[config.mk]
export PLATFORM = sky130hd
export DESIGN_NAME = uri_path_decoder_flat
export DESIGN_NICKNAME = d
export VERILOG_FILES = /design/src/upd_pkg.sv /design/src/upd_if.sv /design/src/uri_path_decoder.sv /design/src/upd_depth.sv /design/src/upd_step.sv /design/src/flat_wrapper.sv
export SDC_FILE = /design/constraint.sdc
export NUM_CORES = 1
export LEC_CHECK = 0
export BUFFER_PORTS_ARGS = -buffer_cell sky130_fd_sc_hd__buf_2
export CORE_ASPECT_RATIO = 1.4
export CORE_MARGIN = 3
export CORE_UTILIZATION = 35
export DETAILED_ROUTE_END_ITERATION = 10
export HOLD_SLACK_MARGIN = 0.08
export MAX_ROUTING_LAYER = met4
export PLACE_DENSITY = 0.61
export SLEW_MARGIN = 20
export SYNTH_ARGS = -nofsm -noshare
export SYNTH_HDL_FRONTEND = slang
export SYNTH_SLANG_ARGS = --single-unit
export TNS_END_PERCENT = 20
[constraint.sdc]
create_clock -name i_clk -period 3.3 [get_ports i_clk]
set_input_delay 0.825 -clock i_clk [delete_from_list [all_inputs] [get_ports i_clk]]
set_output_delay 0.825 -clock i_clk [all_outputs]
set_load 0.02 [all_outputs]
[src/upd_pkg.sv]
`timescale 1ns / 1ps
// ----------------------------------------------------------------------------
// upd_pkg: shared types and constants of the URI path decoder
// Parser states, status codes, the per-URI context record and the
// character constants that the decoder compares against.
// ----------------------------------------------------------------------------
package upd_pkg;

    // Default width of the internal signed depth counter.
    localparam int DepthBitsDef = 12;
    // Width of the reported depth field.
    localparam int OutDepthW    = 12;

    localparam logic [7:0] ChSlash   = 8'h2F;
    localparam logic [7:0] ChDot     = 8'h2E;
    localparam logic [7:0] ChPercent = 8'h25;
    localparam logic [7:0] ChQuest   = 8'h3F;
    localparam logic [7:0] ChCaseBit = 8'h20;
    localparam logic [7:0] ChNul     = 8'h00;

    typedef enum logic [2:0] {
        PS_CONTENT    = 3'd0,
        PS_SLASH      = 3'd1,
        PS_DOT        = 3'd2,
        PS_DOTDOT     = 3'd3,
        PS_QSTART     = 3'd4,
        PS_QCHAR2     = 3'd5,
        PS_QUERYSTART = 3'd6,
        PS_QUERY      = 3'd7
    } t_pstate;

    typedef enum logic [1:0] {
        ST_OK        = 2'd0,
        ST_BAD_HEX   = 2'd1,
        ST_NUL       = 2'd2,
        ST_UNTERM    = 2'd3
    } t_status;

    // Parser context carried from one byte to the next.
    typedef struct packed {
        t_pstate    pstate;
        t_pstate    rstate;
        logic [3:0] hnib;
        t_status    err;
    } t_ctx;

    localparam t_ctx CtxReset = '{
        pstate: PS_CONTENT,
        rstate: PS_CONTENT,
        hnib:   4'h0,
        err:    ST_OK
    };

    // Step result for one byte, besides the next context.
    typedef struct packed {
        logic       emit;
        logic [7:0] data;
        logic       query;
        logic       dep_up;
        logic       dep_dn;
    } t_step;

endpackage

[src/upd_if.sv]
`timescale 1ns / 1ps
// ----------------------------------------------------------------------------
// upd_if: request and result channels of the URI path decoder
// Valid/ready channels; a transfer happens when both are high at a clock edge.
// ----------------------------------------------------------------------------
interface upd_in_if;
    logic       valid;
    logic       ready;
    logic [7:0] uri_byte;
    logic       is_last;

    modport source (output valid, output uri_byte, output is_last, input ready);
    modport sink   (input valid, input uri_byte, input is_last, output ready);
endinterface

interface upd_out_if;
    logic              valid;
    logic              ready;
    logic              byte_valid;
    logic [7:0]        out_byte;
    logic              in_query;
    logic              done_res;
    logic [1:0]        status;
    logic signed [11:0] depth;
    logic              traversal;

    modport source (
        output valid, output byte_valid, output out_byte, output in_query,
        output done_res, output status, output depth, output traversal,
        input ready
    );
    modport sink (
        input valid, input byte_valid, input out_byte, input in_query,
        input done_res, input status, input depth, input traversal,
        output ready
    );
endinterface

[src/uri_path_decoder.sv]
`timescale 1ns / 1ps
// ----------------------------------------------------------------------------
// uri_path_decoder: streaming percent decoder with directory depth tracking
// Decodes request URI bytes, follows dot segments and switches to query bytes.
// ----------------------------------------------------------------------------
// Usage:
//   i_req carries one raw URI byte per request plus is_last on the final byte
//   of a URI. o_res returns exactly one result per request, in order: an
//   optional decoded path byte or raw query byte, and on the last byte the
//   status, the saturated signed depth and the traversal flag.
// Pipeline and throughput:
//   A request is held in an input register, runs through the parser step and
//   lands in the result register, which drives o_res.valid. One request per
//   cycle is sustained while o_res.ready stays high; the only loop is the
//   parser context update between the step logic and the context registers.
// Reset:
//   i_rst_n (synchronous, active low) empties both registers and returns the
//   parser to content state with depth zero and no error.
// Stall:
//   While o_res.ready is low the result register holds; the input register
//   still takes one more request, then i_req.ready drops until the result
//   moves on. After the last byte of a URI the context resets for the next.
// ----------------------------------------------------------------------------
module uri_path_decoder #(
    parameter int DEPTH_BITS = upd_pkg::DepthBitsDef
) (
    input  logic     i_clk,
    input  logic     i_rst_n,
    upd_in_if.sink   i_req,
    upd_out_if.source o_res
);
    import upd_pkg::*;

    // Input register.
    logic       r_in_vld;
    logic [7:0] r_in_byte;
    logic       r_in_last;

    // Parser context, carried across bytes of one URI.
    t_ctx                         r_ctx,   n_ctx;
    logic signed [DEPTH_BITS-1:0] r_depth, n_depth;

    // Result register.
    logic                  r_out_vld;
    logic                  r_byte_valid;
    logic [7:0]            r_out_byte;
    logic                  r_in_query;
    logic                  r_done;
    logic [1:0]            r_status;
    logic signed [OutDepthW-1:0] r_out_depth;
    logic                  r_trav;

    t_step             step;
    logic signed [31:0] depth_ext;
    logic              advance;

    // Advance the input stage whenever the result slot is free or draining.
    assign advance     = r_in_vld && (!r_out_vld || o_res.ready);
    assign i_req.ready = !r_in_vld || advance;

    upd_step u_step (
        .i_byte (r_in_byte),
        .i_last (r_in_last),
        .i_ctx  (r_ctx),
        .o_ctx  (n_ctx),
        .o_step (step)
    );

    upd_depth #(
        .DEPTH_BITS (DEPTH_BITS)
    ) u_depth (
        .i_depth (r_depth),
        .i_up    (step.dep_up),
        .i_dn    (step.dep_dn),
        .o_depth (n_depth)
    );

    // Sign-extend or trim the counter to the reported width.
    assign depth_ext = 32'(n_depth);

    always_ff @(posedge i_clk) begin
        if (!i_rst_n) begin
            r_in_vld  <= 1'b0;
            r_out_vld <= 1'b0;
            r_ctx     <= CtxReset;
            r_depth   <= '0;
        end else begin
            if (i_req.ready) begin
                r_in_vld <= i_req.valid;
            end
            if (advance) begin
                r_out_vld <= 1'b1;
                if (r_in_last) begin
                    // Reset the context for the next URI.
                    r_ctx   <= CtxReset;
                    r_depth <= '0;
                end else begin
                    r_ctx   <= n_ctx;
                    r_depth <= n_depth;
                end
            end else if (o_res.ready) begin
                r_out_vld <= 1'b0;
            end
        end
    end

    // Payload registers: no reset needed.
    always_ff @(posedge i_clk) begin
        if (i_req.ready && i_req.valid) begin
            r_in_byte <= i_req.uri_byte;
            r_in_last <= i_req.is_last;
        end
        if (advance) begin
            r_byte_valid <= step.emit;
            r_out_byte   <= step.data;
            r_in_query   <= step.query;
            r_done       <= r_in_last;
            r_status     <= r_in_last ? n_ctx.err : ST_OK;
            if (r_in_last && n_ctx.err == ST_OK) begin
                r_out_depth <= depth_ext[OutDepthW-1:0];
                r_trav      <= n_depth[DEPTH_BITS-1];
            end else begin
                r_out_depth <= '0;
                r_trav      <= 1'b0;
            end
        end
    end

    assign o_res.valid      = r_out_vld;
    assign o_res.byte_valid = r_byte_valid;
    assign o_res.out_byte   = r_out_byte;
    assign o_res.in_query   = r_in_query;
    assign o_res.done_res   = r_done;
    assign o_res.status     = r_status;
    assign o_res.depth      = r_out_depth;
    assign o_res.traversal  = r_trav;
endmodule

[src/upd_depth.sv]
`timescale 1ns / 1ps
// ----------------------------------------------------------------------------
// upd_depth: saturating directory depth update
// Applies +1 or -1 to the signed depth, clamped to the counter's range.
// ----------------------------------------------------------------------------
module upd_depth #(
    parameter int DEPTH_BITS = upd_pkg::DepthBitsDef
) (
    input  logic signed [DEPTH_BITS-1:0] i_depth,
    input  logic                         i_up,
    input  logic                         i_dn,
    output logic signed [DEPTH_BITS-1:0] o_depth
);
    localparam logic signed [DEPTH_BITS-1:0] DepMax = {1'b0, {(DEPTH_BITS-1){1'b1}}};
    localparam logic signed [DEPTH_BITS-1:0] DepMin = {1'b1, {(DEPTH_BITS-1){1'b0}}};
    localparam logic signed [DEPTH_BITS-1:0] DepOne = {{(DEPTH_BITS-1){1'b0}}, 1'b1};

    always_comb begin
        o_depth = i_depth;
        if (i_up && i_depth != DepMax) begin
            o_depth = i_depth + DepOne;
        end else if (i_dn && i_depth != DepMin) begin
            o_depth = i_depth - DepOne;
        end
    end
endmodule

[src/upd_step.sv]
`timescale 1ns / 1ps
// ----------------------------------------------------------------------------
// upd_step: per-byte parser step
// Escape decoding, dot-segment tracking and query switch for one byte.
// ----------------------------------------------------------------------------
module upd_step (
    input  logic          [7:0] i_byte,
    input  logic                i_last,
    input  upd_pkg::t_ctx       i_ctx,
    output upd_pkg::t_ctx       o_ctx,
    output upd_pkg::t_step      o_step
);
    import upd_pkg::*;

    // Hex digit value; bit 4 flags a non-hex character.
    function automatic logic [4:0] hex_val(input logic [7:0] c);
        logic [7:0] l;
        l = c | ChCaseBit;
        hex_val = 5'h10;
        if (c inside {[8'h30:8'h39]}) begin
            hex_val = {1'b0, 4'(c - 8'h30)};
        end else if (l inside {[8'h61:8'h66]}) begin
            hex_val = {1'b0, 4'(l - 8'h57)};
        end
    endfunction

    logic [4:0] hv;
    logic [7:0] dec;
    logic       do_feed;
    logic [7:0] fb;
    t_pstate    fs;
    t_ctx       nc;
    t_step      st;

    assign hv  = hex_val(i_byte);
    assign dec = {i_ctx.hnib, hv[3:0]};

    always_comb begin
        nc      = i_ctx;
        st      = '0;
        do_feed = 1'b0;
        fb      = i_byte;
        fs      = i_ctx.pstate;

        if (i_ctx.err == ST_OK) begin
            if (i_ctx.pstate == PS_QSTART) begin
                if (hv[4]) begin
                    nc.err = ST_BAD_HEX;
                end else begin
                    nc.hnib   = hv[3:0];
                    nc.pstate = PS_QCHAR2;
                end
            end else if (i_ctx.pstate == PS_QCHAR2) begin
                if (hv[4]) begin
                    nc.err = ST_BAD_HEX;
                end else if (dec == ChNul) begin
                    nc.err = ST_NUL;
                end else if (dec == ChPercent) begin
                    nc.pstate = PS_CONTENT;
                    st.emit   = 1'b1;
                    st.data   = dec;
                end else begin
                    do_feed = 1'b1;
                    fb      = dec;
                    fs      = i_ctx.rstate;
                end
            end else begin
                do_feed = 1'b1;
            end
        end

        if (do_feed) begin
            nc.pstate = fs;
            case (fs)
                PS_CONTENT: begin
                    if (fb == ChSlash) begin
                        nc.pstate = PS_SLASH;
                        st.emit   = 1'b1;
                    end else if (fb == ChPercent) begin
                        nc.rstate = PS_CONTENT;
                        nc.pstate = PS_QSTART;
                    end else if (fb == ChQuest) begin
                        nc.pstate = PS_QUERYSTART;
                    end else begin
                        st.emit = 1'b1;
                    end
                end
                PS_SLASH, PS_DOT: begin
                    if (fb == ChSlash) begin
                        nc.pstate = PS_SLASH;
                        st.emit   = 1'b1;
                    end else if (fb == ChDot) begin
                        nc.pstate = (fs == PS_SLASH) ? PS_DOT : PS_DOTDOT;
                        st.emit   = 1'b1;
                    end else if (fb == ChPercent) begin
                        nc.rstate = fs;
                        nc.pstate = PS_QSTART;
                    end else if (fb == ChQuest) begin
                        nc.pstate = PS_QUERYSTART;
                        st.dep_up = 1'b1;
                    end else begin
                        nc.pstate = PS_CONTENT;
                        st.emit   = 1'b1;
                        st.dep_up = 1'b1;
                    end
                end
                PS_DOTDOT: begin
                    if (fb == ChSlash) begin
                        nc.pstate = PS_SLASH;
                        st.emit   = 1'b1;
                        st.dep_dn = 1'b1;
                    end else if (fb == ChPercent) begin
                        nc.rstate = PS_DOTDOT;
                        nc.pstate = PS_QSTART;
                    end else begin
                        nc.pstate = PS_CONTENT;
                        st.emit   = 1'b1;
                        st.dep_up = 1'b1;
                    end
                end
                PS_QUERYSTART: begin
                    if (fb != ChQuest) begin
                        nc.pstate = PS_QUERY;
                        st.emit   = 1'b1;
                        st.query  = 1'b1;
                    end
                end
                default: begin
                    st.emit  = 1'b1;
                    st.query = 1'b1;
                end
            endcase
            st.data = fb;
        end

        // Escape still open on the final byte.
        if (i_last && nc.err == ST_OK &&
            (nc.pstate == PS_QSTART || nc.pstate == PS_QCHAR2)) begin
            nc.err = ST_UNTERM;
        end

        // Drop all byte output once an error is latched.
        if (nc.err != ST_OK) begin
            st = '0;
        end
        if (!st.emit) begin
            st.data  = 8'h00;
            st.query = 1'b0;
        end
    end

    assign o_ctx  = nc;
    assign o_step = st;
endmodule

[src/flat_wrapper.sv]
// flat-port wrapper written by rule: the top's interface ports become plain ports
module uri_path_decoder_flat import upd_pkg::*;
#(
    parameter int DEPTH_BITS = upd_pkg::DepthBitsDef
)
  (i_clk, i_rst_n, i_req_valid, i_req_uri_byte, i_req_is_last, i_req_ready, o_res_valid, o_res_byte_valid, o_res_out_byte, o_res_in_query, o_res_done_res, o_res_status, o_res_depth, o_res_traversal, o_res_ready);
  upd_in_if i_req_i ();
  upd_out_if o_res_i ();
  input  logic i_clk;
  input  logic i_rst_n;
  input wire logic [$bits(i_req_i.valid)-1:0] i_req_valid;
  input wire logic [$bits(i_req_i.uri_byte)-1:0] i_req_uri_byte;
  input wire logic [$bits(i_req_i.is_last)-1:0] i_req_is_last;
  output wire logic [$bits(i_req_i.ready)-1:0] i_req_ready;
  output wire logic [$bits(o_res_i.valid)-1:0] o_res_valid;
  output wire logic [$bits(o_res_i.byte_valid)-1:0] o_res_byte_valid;
  output wire logic [$bits(o_res_i.out_byte)-1:0] o_res_out_byte;
  output wire logic [$bits(o_res_i.in_query)-1:0] o_res_in_query;
  output wire logic [$bits(o_res_i.done_res)-1:0] o_res_done_res;
  output wire logic [$bits(o_res_i.status)-1:0] o_res_status;
  output wire logic [$bits(o_res_i.depth)-1:0] o_res_depth;
  output wire logic [$bits(o_res_i.traversal)-1:0] o_res_traversal;
  input wire logic [$bits(o_res_i.ready)-1:0] o_res_ready;
  assign i_req_i.valid = i_req_valid;
  assign i_req_i.uri_byte = i_req_uri_byte;
  assign i_req_i.is_last = i_req_is_last;
  assign i_req_ready = i_req_i.ready;
  assign o_res_valid = o_res_i.valid;
  assign o_res_byte_valid = o_res_i.byte_valid;
  assign o_res_out_byte = o_res_i.out_byte;
  assign o_res_in_query = o_res_i.in_query;
  assign o_res_done_res = o_res_i.done_res;
  assign o_res_status = o_res_i.status;
  assign o_res_depth = o_res_i.depth;
  assign o_res_traversal = o_res_i.traversal;
  assign o_res_i.ready = o_res_ready;
  uri_path_decoder #(.DEPTH_BITS(DEPTH_BITS)) u_core (.i_clk(i_clk), .i_rst_n(i_rst_n), .i_req(i_req_i), .o_res(o_res_i));
endmodule
# Word level (Yosys, flattened, before mapping)
# Cells that the tools add are included.
[totals]
input_bits = 13
ram_bits = 0
ff_bits = 61
latchBits = 0
n_memories = 0
output_inout_bits = 28
romBits = 0
wordCells = 170
[op_classes]
n_shift = 0
addsub = 4
n_reduce_logical = 31
div_mod_pow = 0
bitwise = 2
muxes = 89
n_mul = 0
magnitude_cmp = 4
n_eq_ne = 24
[op_table]
columns = ["operator", "count"]
rows = [
  ["3-bit 2-to-1 mux", 30],
  ["12-bit 2-to-1 mux", 6],
  ["9-bit 2-to-1 mux", 6],
  ["8-bit 2-to-1 mux", 6],
  ["8-bit by 6-bit equality test with 1-bit output, second input constant", 5],
  ["1-bit 2-to-1 mux", 24],
  ["12-bit != test, second input constant", 2],
  ["3-bit by 2-bit != test with 1-bit output, second input constant", 7],
  ["3-bit equality test, second input constant", 5],
  ["12-bit by 2-bit adder with 12-bit output, second input constant", 1],
  ["2-bit 2-to-1 mux", 6],
  ["6-bit 2-to-1 mux", 2],
  ["3-bit case mux with 4 select lines", 1],
  ["12-bit by 2-bit subtractor with 12-bit output, second input constant", 1],
  ["5-bit 2-to-1 mux", 2],
  ["10-bit AND reduction", 1],
  ["2-bit nonzero test", 5],
  ["1-bit logical AND", 9],
  ["3-bit case mux with 3 select lines", 1],
  ["8-bit by 6-bit greater-or-equal comparator with 1-bit output, second input constant", 1],
  ["8-bit by 7-bit greater-or-equal comparator with 1-bit output, second input constant", 1],
  ["8-bit by 6-bit less-or-equal comparator with 1-bit output, second input constant", 1],
  ["8-bit by 7-bit less-or-equal comparator with 1-bit output, second input constant", 1],
  ["8-bit logical NOT", 1],
  ["19 further kinds", 29],
]

# Logic depth before layout (Yosys ltp)
# Gate-level depths: netlist of run 1.
[logic_depth]
ltp_word = 28
depth_mapped = 15
depth_no_buf = 12

# Cells and area by module
# Synthesis of run 1 repeated with hierarchy kept, for this count alone.
[hier_totals]
cells_unflattened = 430
area_unflattened_um2 = 4092.7
[by_module_without_submodules]
columns = ["module", "cells_each", "area_each_um2", "instances", "seq_area_each_um2"]
rows = [
  ["uri_path_decoder", 167, 2301.0, 1, 1541.5],
  ["upd_step", 184, 1244.9, 1, 0.0],
  ["upd_depth", 79, 546.8, 1, 0.0],
]

# Least setup slack after synthesis of run 1
# No wires, ideal clock.
[synth_path]
path_type = "register to register"
startpoint = "reg u_core.r_in_byte[1]"
endpoint = "reg u_core.r_out_depth[8], in the netlist u_core.o_res.depth[8], data pin"
setup_time_ns = 0.257
synth_period_minus_slack_ns = 3.684
path_stages_with_launch = 15
t_required_ns = 3.043
arrival_ns = 3.427
path_slack_ns = -0.384
n_path_buf = 2
path_cell_list = "edfxtp_1 -> clkbuf_1 -> inv_1 -> ha_1 -> nor3b_1 -> nor3_2 -> o21ai_1 -> o31ai_4 -> o31ai_4 -> nand2_1 -> and2_1 -> a2111o_2 -> o21bai_2 -> buf_4 -> nor3b_1"
[synth_via]
elab_chain_cells = 27
elab_cells_between_ends = 90
cone_classes = "2 x add/sub; 4 x order compare; 12 x eq/ne; 58 x mux; 14 x reduce/logical"
[synth_lines]
columns = ["item", "line_no", "rtl"]
rows = [
  ["start: declaration", "uri_path_decoder.sv:36", "logic [7:0] r_in_byte;"],
  ["start signal: assignment", "uri_path_decoder.sv:110", "r_in_byte <= i_req.uri_byte;"],
  ["8-bit by 7-bit greater-or-equal comparator with 1-bit output / 8-bit by 7-bit less-or-equal comparator with 1-bit output (equally long branches)", "upd_step.sv:22", "end else if (l inside {[8'h61:8'h66]}) begin"],
  ["1-bit logical AND", "upd_step.sv:22", ""],
  ["5-bit 2-to-1 mux", "upd_step.sv:22", ""],
  ["5-bit 2-to-1 mux", "upd_step.sv:20", "if (c inside {[8'h30:8'h39]}) begin"],
  ["8-bit by 6-bit equality test with 1-bit output", "upd_step.sv:58", "end else if (dec == ChPercent) begin"],
  ["8-bit 2-to-1 mux", "upd_step.sv:58", ""],
  ["8-bit 2-to-1 mux", "upd_step.sv:56", "end else if (dec == ChNul) begin"],
  ["8-bit 2-to-1 mux", "upd_step.sv:54", "if (hv[4]) begin"],
  ["(+11 left out)", "n/a", ""],
  ["1-bit logical OR", "upd_step.sv:138", "(nc.pstate == PS_QSTART || nc.pstate == PS_QCHAR2)) begin"],
  ["1-bit logical AND", "upd_step.sv:137", "if (i_last && nc.err == ST_OK &&"],
  ["2-bit 2-to-1 mux", "upd_step.sv:137", ""],
  ["2-bit nonzero test", "upd_step.sv:143", "if (nc.err != ST_OK) begin"],
  ["12-bit 2-to-1 mux", "upd_step.sv:143", ""],
  ["1-bit logical AND", "upd_depth.sv:22", "end else if (i_dn && i_depth != DepMin) begin"],
  ["12-bit 2-to-1 mux", "upd_depth.sv:22", ""],
  ["12-bit 2-to-1 mux", "upd_depth.sv:20", "if (i_up && i_depth != DepMax) begin"],
  ["end signal: assignment", "uri_path_decoder.sv:120", "r_out_depth <= depth_ext[OutDepthW-1:0];"],
  ["end: declaration", "uri_path_decoder.sv:50", "logic signed [OutDepthW-1:0] r_out_depth;"],
]
# Several ways; a longest one is shown, not always the timed one. The select of a mux whose other input is x is not followed.
# A chain may end at the register's enable or synchronous reset.

# Final worst setup path of run 1
[layout_path]
startpoint = "reg u_core.r_in_byte[4]"
endpoint = "reg u_core.r_out_depth[11], in the netlist u_core.o_res.depth[11], data pin"
# The elaborated chain is that of the path after synthesis.

==> results.cfg, run 1 <==
[power_and_ir_drop]
ir_drop_v = 0.000249
internal-power_mw = 1.62
power_frac_seq_pct = 39.0
switchingPower_uw = 493
comb_power_share_pct = 11.2
swShare_pct = 23.3
clkPwrFrac_pct = 49.8
power.leakage_nw = 2.28
power_density_mw_per_mm2 = 366

[floorplanning]
io_pins = 41
dieArea_sq_mm = 0.0127
initial_core_util_pct = 36.3
row_count = 45
die_w_um = 96.1
die_h_um = 132
core_area_sq_mm = 0.0110

[global_routing]
grt_pass1_wl_um = 20900
grt.total_usage_pct = 21.9
first_global_vias = 4360
antenna_found_initial = 0
grt-ovfl-total = 0
grt_max_degree = 30

[synthesis]
yosysWarnings = 0
syn_inst = 439
syn_area_per_cell_sq_um = 9.07
async_flop_share_pct = 0
synth-edff-count = 34
synthFlopType = edfxtp_1
synth_nets = 458
ys_ff_latch = 60
mappedNetlistArea_sq_mm = 0.00398
yosysSeqAreaShare_pct = 38.7
ys_types = 81

[run]
max_cap_viol_count = 0

[setup_path]
crit_required_ns = 3.39
startpoint = u_core.r_in_byte[4]
start_kind = register
path_class = register to register
end_kind = register
r2r-start = u_core.r_in_byte[4]
cp_data_arrival_time_ns = 3.80
critPathCapture = u_core.o_res.depth[11]
ff2ff_path_depth = 12
path_max_fanout = 12
r2r_setup_slack_ns = -0.41
worstReg2RegEnd = u_core.o_res.depth[11]

[routing]
wire_per_inst_um = 17.9
drtIter0Drc = 228
firstDrtPassIters = 5
drt.antenna.violating_nets = 0
routed_wl_um = 13100
drc = 0
vias_per_cell = 5.73
num_vias = 4194

[timing]
holdWs_ns = 0.516
drv_slew = 0
period_needed_ns = 3.71
finalSetupViolCount = 40
fin_ws_ns = -0.407
fmaxAchievable_ghz = 0.270
slew_headroom_pct = 62.4
worstMarginPinSlew_ns = 0.561
tns_ns = -12.40
rsz0062_at_grt = true
final_hold_viol_count = 0
skew_ns = 0.00779
post-route-period-util_pct = 112

[clock_network]
clkSinkCount = 60
htreeDepth = 3
cts_tree = yes
numCtsBuffers = 9
cts_buffer_depth = 2
clk_pin_slew_ns = 0.06
cts_root_buf = clkbuf_16
clk-insertion-delay-late_ns = 0.34

[final_layout]
fin_util_pct = 52.6
fin_nets = 605
area_growth_pct = 45.1
drive_gt1_share_pct = 40.6
final_common_cell = buf_4
diodes = 0
final_cell_mix = buf_4, buf_2, nor2_1, edfxtp_1, nand3_1
fin_cells = 732

[placement]
gp_congestion = 0.948
pre_cts_ws_ns = -0.408
dp_cells = 708
port-buffer-count = 40
place_hpwl_um = 10100

[run_status]
violations = setup timing
status = finished, violations left

[worst_hold_path]
hp-class = register to register
-- worst max-delay path: stages, from the launching register on --
cell	delay (ns)
edfxtp_1	0.40
or4b_4	0.61
or3_4	0.43
a21oi_4	0.29
buf_4	0.18
a31oi_1	0.11
or3b_4	0.29
a211oi_2	0.06
o2111a_1	0.16
a2111o_2	0.53
o21bai_4	0.18
buf_12	0.15
nor3_1	0.06
-- power by group through the flow --
stage                     registers, mW  logic (mW)  clock network (mW)
after floorplan                   0.852      0.0993                   0
after global placement            0.837       0.208                   0
after detailed placement          0.838       0.212                   0
after CTS                         0.823       0.221                1.07
after global routing              0.825       0.255                1.11
final                             0.824       0.236                1.05
-- worst min-delay path by stage --
| stage | startpoint | to | slack (ns) | cells after the start |
|---|---|---|---|---|
| global route | u_core.r_in_vld | u_core.o_res.valid | 0.55 | 2 |
| finish | u_core.r_depth[10] | u_core.r_depth[10] | 0.52 | 2 |
| global placement | u_core.r_in_vld | u_core.o_res.valid | 0.51 | 2 |
| floorplan | u_core.r_depth[10] | u_core.r_depth[10] | 0.46 | 2 |
| CTS | u_core.r_depth[10] | u_core.r_depth[10] | 0.53 | 2 |
| detailed placement | u_core.r_depth[10] | u_core.r_depth[10] | 0.51 | 2 |
-- final cells by class --
type | instances | area [sq um]
repair buffers | 152 | 1050
inverters | 19 | 71.3
flip-flops and latches | 60 | 1540
clock inverters | 6 | 83.8
clock buffers | 10 | 250
well taps | 141 | 176
fillers | 1013 | 5200
multi-input cells | 344 | 2600
-- through the flow --
stage                     area (sq um)  power, mW
after detailed placement          5130       1.05
after global placement            5130       1.05
after global routing              5780       2.19
final                             5780       2.11
after floorplan                   4040      0.952
after CTS                         5590       2.11
-- timing repair --
| action | 4_1_cts | 5_1_grt |
|---|---|---|
| buffers inserted | 3 | 4 |
| gates resized for setup | 19 | 29 |
| cloned | 1 | 0 |
| pin swaps | 5 | 15 |
| hold buffers | 0 | 0 |
| endpoints found under the setup margin | 40 | 41 |
-- logic make-up (layout without fill, tap and decap cells) --
| kind of cell | count (synthesis) | count (layout) | share of synthesized area, % |
|---|---|---|---|
| buffers and inverters | 36 | 187 | 3.87 |
| adders and majority gates | 6 | 6 | 1.89 |
| xor gates and xnor gates | 4 | 4 | 0.880 |
| AOI/OAI and AO/OA | 139 | 140 | 27.4 |
| muxes | 3 | 3 | 0.880 |
| DFF | 60 | 60 | 38.7 |
| and+or+nand+nor | 191 | 191 | 26.4 |
-- Yosys cell counts, types with 7 or more instances --
| cell | number | area, sq um |
|---|---|---|
| nand2_1 | 30 | 113 |
| nand3_1 | 31 | 155 |
| a21oi_1 | 28 | 140 |
| o21ai_1 | 7 | 35.0 |
| and3_1 | 8 | 50.1 |
| clkbuf_1 | 11 | 41.3 |
| nor3_1 | 15 | 75.1 |
| o21ai_0 | 10 | 50.1 |
| a211o_1 | 9 | 78.8 |
| inv_1 | 19 | 71.3 |
| a21o_1 | 10 | 75.1 |
| edfxtp_1 | 34 | 1020 |
| a211oi_1 | 7 | 52.6 |
| a31oi_1 | 11 | 68.8 |
| dfxtp_1 | 26 | 521 |
| nand4_1 | 14 | 87.6 |
| or3_1 | 8 | 50.1 |
| nor2_1 | 37 | 139 |
-- routing by layer --
metal  GRT usage [%]  up-vias  share of wire, %
met5               -        -                 0
met4            13.8        0               5.6
met3            3.94       50               2.6
met2            39.8      113                57
met1            20.0     2018                35
li1                -     2013                 -
-- sequential cells by signal (all words and copies together), names as in the netlist --
signal / count
u_core.o_res.byte_valid: 1
u_core.o_res.depth: 12
u_core.o_res.done_res: 1
u_core.o_res.in_query: 1
u_core.o_res.out_byte: 8
u_core.o_res.status: 2
u_core.o_res.valid: 1
u_core.r_ctx: 12
u_core.r_depth: 12
u_core.r_in_byte: 8
u_core.r_in_last: 1
u_core.r_in_vld: 1
Power figures use the tool's default switching activity.
==> run 2: changes to the inputs <==
Settings changed: MAX_ROUTING_LAYER met4 to default, TNS_END_PERCENT 20 to 5.
==> run 2 against run 1 <==
The run still ends with setup timing left. Global-route usage fell by 0.46 points. Cell area rose by 2.3%. Via count rose by 0.52%. Worst setup slack got worse by 0.017 ns. Sequential share of layout area fell by 0.60 points. Non-clock buffer count did not move. Fmax fell by 0.46%. Critical path type unchanged.
==> results.cfg, run 2 (synthesis gave the netlist of run 1 again) <==
[routing]
wire_per_inst_um = 18.3
routed_wl_um = 13400
num_vias = 4216
drt.antenna.violating_nets = 0
drc = 0
firstDrtPassIters = 4
vias_per_cell = 5.77
drtIter0Drc = 236

[final_layout]
diodes = 0
area_growth_pct = 48.4
final_common_cell = buf_4
final_cell_mix = buf_4, buf_2, nor2_1, edfxtp_1, nand2_1
nFillCells = 980
fin_cells = 731
fin_nets = 604
drive_gt1_share_pct = 43.2

[floorplanning]
initial_core_util_pct = 36.3
dieArea_sq_mm = 0.0127
io_pins = 41
core_area_sq_mm = 0.0110
row_count = 45
die_h_um = 132
die_w_um = 96.1

[clock_network]
htreeDepth = 3
cts_buffer_depth = 2
numCtsBuffers = 9
cts_tree = yes
cts_root_buf = clkbuf_16
clk_pin_slew_ns = 0.05
clk-insertion-delay-late_ns = 0.34
clkSinkCount = 60

[timing]
post-route-period-util_pct = 113
slew_headroom_pct = 38.5
finalSetupViolCount = 38
fmaxAchievable_ghz = 0.268
final_hold_viol_count = 0
drv_slew = 0
skew_ns = 0.00418
worstMarginPinSlew_ns = 0.918
rsz0062_at_grt = true
fin_ws_ns = -0.425
tns_ns = -12.62
period_needed_ns = 3.72

[setup_path]
cp_data_arrival_time_ns = 3.81
start_kind = register
path_class = register to register
path_max_fanout = 5
crit_required_ns = 3.38
end_kind = register

[placement]
place_hpwl_um = 10100
pre_cts_ws_ns = -0.527
dp_cells = 706
port-buffer-count = 40
gp_congestion = 0.934

[global_routing]
grt_max_degree = 30
grt-ovfl-total = 0
grt_pass1_wl_um = 20900
first_global_vias = 4199
grt.total_usage_pct = 21.4
antenna_found_initial = 0

[worst_hold_path]
hp-class = register to register

[run_status]
status = finished, violations left
violations = setup timing

[power_and_ir_drop]
p_total_mw = 1.93
power.leakage_nw = 2.29
power_density_mw_per_mm2 = 326
ir_drop_v = 0.000257

[run]
max_cap_viol_count = 0
[run 2: worst max-delay path, cell delays in order, from the launching register on]
cell      delay (ns)
edfxtp_1        0.42
or4b_4          0.55
or3_4           0.39
a21oi_4         0.29
mux2i_4         0.15
or3b_4          0.43
buf_6           0.14
a21o_4          0.21
or4b_4          0.54
nor3_4          0.16
or3_1           0.13
a21oi_1         0.06
[run 2: what timing repair did]
| action | CTS | global route |
|---|---|---|
| setup buffers | 1 | 8 |
| resized for setup | 20 | 62 |
| endpoints found under the setup margin | 40 | 42 |
| hold buffers | 0 | 0 |
| gates cloned | 0 | 1 |
| pin swaps | 12 | 32 |
[run 2: metrics by stage]
stage,instance area [sq um],hold WS (ns),util [%]
CTS,5500,0.522,50.1
detailed placement,5120,0.507,46.6
floorplan,4030,0.460,-
global placement,5120,0.501,46.6
global route,5910,0.543,53.8
finish,5910,0.515,53.8
[run 2: final cells by class]
class	count	area [sq um]	share of cell area, %
well taps	141	176	2.99
clock buffers	11	243	4.11
inverters	19	71.3	1.21
repair buffers	152	1110	18.7
multi-input cells	343	2740	46.4
clock inverters	5	28.8	0.487
flip-flops and latches	60	1540	26.1
[run 2: final timing paths]
check,from,end,slack (ns),cells after the start
max,u_core.r_in_byte[7],u_core.o_res.depth[10],-0.42,11
max reg2reg,u_core.r_in_byte[7],u_core.o_res.depth[10],-0.42,11
min,u_core.r_in_vld,u_core.o_res.valid,0.52,2
min reg2reg,u_core.r_in_vld,u_core.o_res.valid,0.52,2
[run 2: routing by layer]
layer / GRT usage (%) / share of wire (%)
met2: 39.8 / 56
met5: 0 / 0
met1: 20.9 / 34
met3: 5.14 / 3.1
met4: 11.1 / 6.5
[run 2: power breakdown]
| part | internal (mW) | total (mW) | switching, mW | leakage [nW] |
|---|---|---|---|---|
| Combinational | 0.110 | 0.251 | 0.141 | 1.62 |
| Sequential | 0.812 | 0.824 | 0.0115 | 0.536 |
| Clock | 0.523 | 0.853 | 0.330 | 0.139 |
==> run 3: changes to the inputs <==
Settings changed: ABC_AREA from default to 1, PLACE_DENSITY 0.61 to 0.59.
Clock period 3.3 ns to 4.67 ns, I/O delays scaled along.
==> run 3 against run 2 <==
Global-route usage is 3.2 points lower. Clock skew is 0.0061 ns higher. Register-to-register slack better by 1.4 ns. Worst setup slack better by 1.4 ns. Synthesized cell count is 31% higher. Sequential power is 29% lower. Routed wire length is 11% lower. Synthesized area is 4.6% higher. Combinational power is 61% lower. The flow now finishes without violations. Cell area is 20% lower. Sequential share of layout area is 6.6 points higher.
==> results.cfg, run 3 <==
[timing]
final_hold_viol_count = 0
slew_headroom_pct = 41.8
rsz0062_at_grt = false
fmaxAchievable_ghz = 0.269
skew_ns = 0.0102
finalSetupViolCount = 0
period_needed_ns = 3.72
worstMarginPinSlew_ns = 0.872
post-route-period-util_pct = 79.7
drv_slew = 0
tns_ns = 0
fin_ws_ns = 0.948

[setup_path]
crit_chain = inv_1, ha_1, nand2_1, nand3_2, nand2_2, nand2_4, inv_4, nor2_4, nand2_1, o21ai_0, nor2_1, nand2_1, a21oi_1, nand2_2, inv_2, nor3b_2
critPathBufInv = 3
path_class = register to register
path_max_fanout = 13
end_kind = register
start_kind = register
max_stage_delay_ns = 0.48
crit_path_frequent_cell = nand2_1
slowest_stage = nand2_1
cp_data_arrival_time_ns = 3.78
path_delay_family = simple AND/OR/NAND/NOR gates
crit_required_ns = 4.72

[final_layout]
final_common_cell = nand2_1
diodes = 0
drive_gt1_share_pct = 19.0
area_growth_pct = 13.3
fin_nets = 630
final_cell_mix = nand2_1, inv_1, nor2_1, nand3_1, buf_2

[synthesis]
syn_inst = 577
synth_nets = 596
yosys.area.top_type = edfxtp_1
ys_types = 44
synth-compound-area-share_pct = 6.49
yosysWarnings = 0
synthFlopType = edfxtp_1
synth_top_family_by_area = simple AND/OR/NAND/NOR gates
synthTopCellsByArea = edfxtp_1, nand2_1, dfxtp_1, nand3_1, inv_1
yosysSeqAreaShare_pct = 37.0
synth_most_common_cell = nand2_1
syn_area_per_cell_sq_um = 7.21
synthSimpleGateAreaFrac_pct = 42.8
synth_top_area_share_pct = 24.5
synth-edff-count = 34
synth_xor_area_share_pct = 3.16
async_flop_share_pct = 0
synth.top_cells.by_count = nand2_1, inv_1, nor2_1, nand3_1, edfxtp_1
synthMuxAreaShare_pct = 0
mappedNetlistArea_sq_mm = 0.00416
synthAdderAreaFrac_pct = 1.80
ys_ff_latch = 60

[clock_network]
cts_tree = yes
htreeDepth = 3
cts_setup_buffers = 0
cts_buffer_depth = 2
clk_pin_slew_ns = 0.05
numCtsBuffers = 9
cts_root_buf = clkbuf_16
holdBufCountCts = 0
cts_resized = 0
clk-insertion-delay-late_ns = 0.34
clkSinkCount = 60

[placement]
place_hpwl_um = 9080
port-buffer-count = 40
pre_cts_ws_ns = 0.921
gp_congestion = 0.966

[global_routing]
antenna_found_initial = 0
grt-ovfl-total = 0
grt_max_degree = 29
first_global_vias = 3900
grt_pass1_wl_um = 19000
grt.total_usage_pct = 18.2

[routing]
vias_per_cell = 5.18
num_vias = 3937
drtIter0Drc = 263
firstDrtPassIters = 5
drt.antenna.violating_nets = 0
wire_per_inst_um = 15.7
drc = 0
routed_wl_um = 11900

[power_and_ir_drop]
power.leakage_nw = 2.06
power_density_mw_per_mm2 = 271
ir_drop_v = 0.000145
p_total_mw = 1.28

[floorplanning]
die_h_um = 135
initial_core_util_pct = 36.3
dieArea_sq_mm = 0.0133
row_count = 46
die_w_um = 98.2
io_pins = 41
core_area_sq_mm = 0.0115

[run_status]
status = finished clean

[worst_hold_path]
hp-class = register to register

[run]
max_cap_viol_count = 0
==> run 3: changes by cell type in the layout (fill, tap and decap cells not counted), sizes merged, moves of 10 or more <==
cell,before,now
inv,19,66
nand3,31,49
xor2,2,12
nand2,30,189
nor2,37,60
nand4,14,27
buf,151,44
a21o,10,0
==> run 3: path summary, 6_finish.rpt <==
check | from | to | slack, ns | cells past startpoint
worst max-delay path | u_core.r_in_byte[0] | u_core.o_res.depth[11] | 0.95 | 16
worst min-delay path | u_core.r_ctx[5] | u_core.r_ctx[5] | 0.48 | 2
worst min register to register | u_core.r_ctx[5] | u_core.r_ctx[5] | 0.48 | 2
worst max register to register | u_core.r_in_byte[0] | u_core.o_res.depth[11] | 0.95 | 16
==> run 3: cell type report <==
class	count	area (sq um)
Clock buffer	12	236
Clock inverter	4	17.5
Fill cell	1214	6740
Inverter	66	250
Multi-Input combinational cell	430	2260
Sequential cell	60	1540
Tap cell	144	180
Timing Repair Buffer	44	230
==> run 3: per-layer routing <==
metal	routed length, um	GRT usage, %	vias up
met4	539	9.87	0
met2	6340	34.3	118
met5	0	0	-
li1	-	-	1957
met1	4530	18.9	1824
met3	482	3.46	38
==> run 3: cell families after synthesis <==
group / count (synthesis)
flip-flops: 60
XOR/XNOR: 15
AO/OA/AOI/OAI: 48
buffers and inverters: 87
AND/OR/NAND/NOR: 361
adder cells (fa/ha/maj): 6
==> run 3: worst register-to-register path: cells and delay by family (launching register included) <==
family | cells | cell delay, ns
simple gates | 10 | 1.70
buf+inv | 3 | 0.54
compound gates | 2 | 0.53
flops | 1 | 0.43
fa+ha+maj | 1 | 0.24
==> run 3: metrics by stage <==
stage / hold slack (ns) / util, % / instances / area [sq um]
after floorplan: 0.424 / - / 577 / 4160
after global placement: 0.473 / 39.0 / 744 / 4460
after detailed placement: 0.476 / 39.0 / 744 / 4460
after CTS: 0.483 / 41.2 / 760 / 4720
after global routing: 0.503 / 41.2 / 760 / 4720
final: 0.479 / 41.2 / 760 / 4720
==> run 3: where the power goes <==
part           internal, mW  leakage (nW)  switching [mW]
Clock                 0.354         0.125           0.243
Combinational        0.0277          1.39          0.0696
Sequential            0.574         0.541         0.00864
Total                 0.956          2.06           0.322
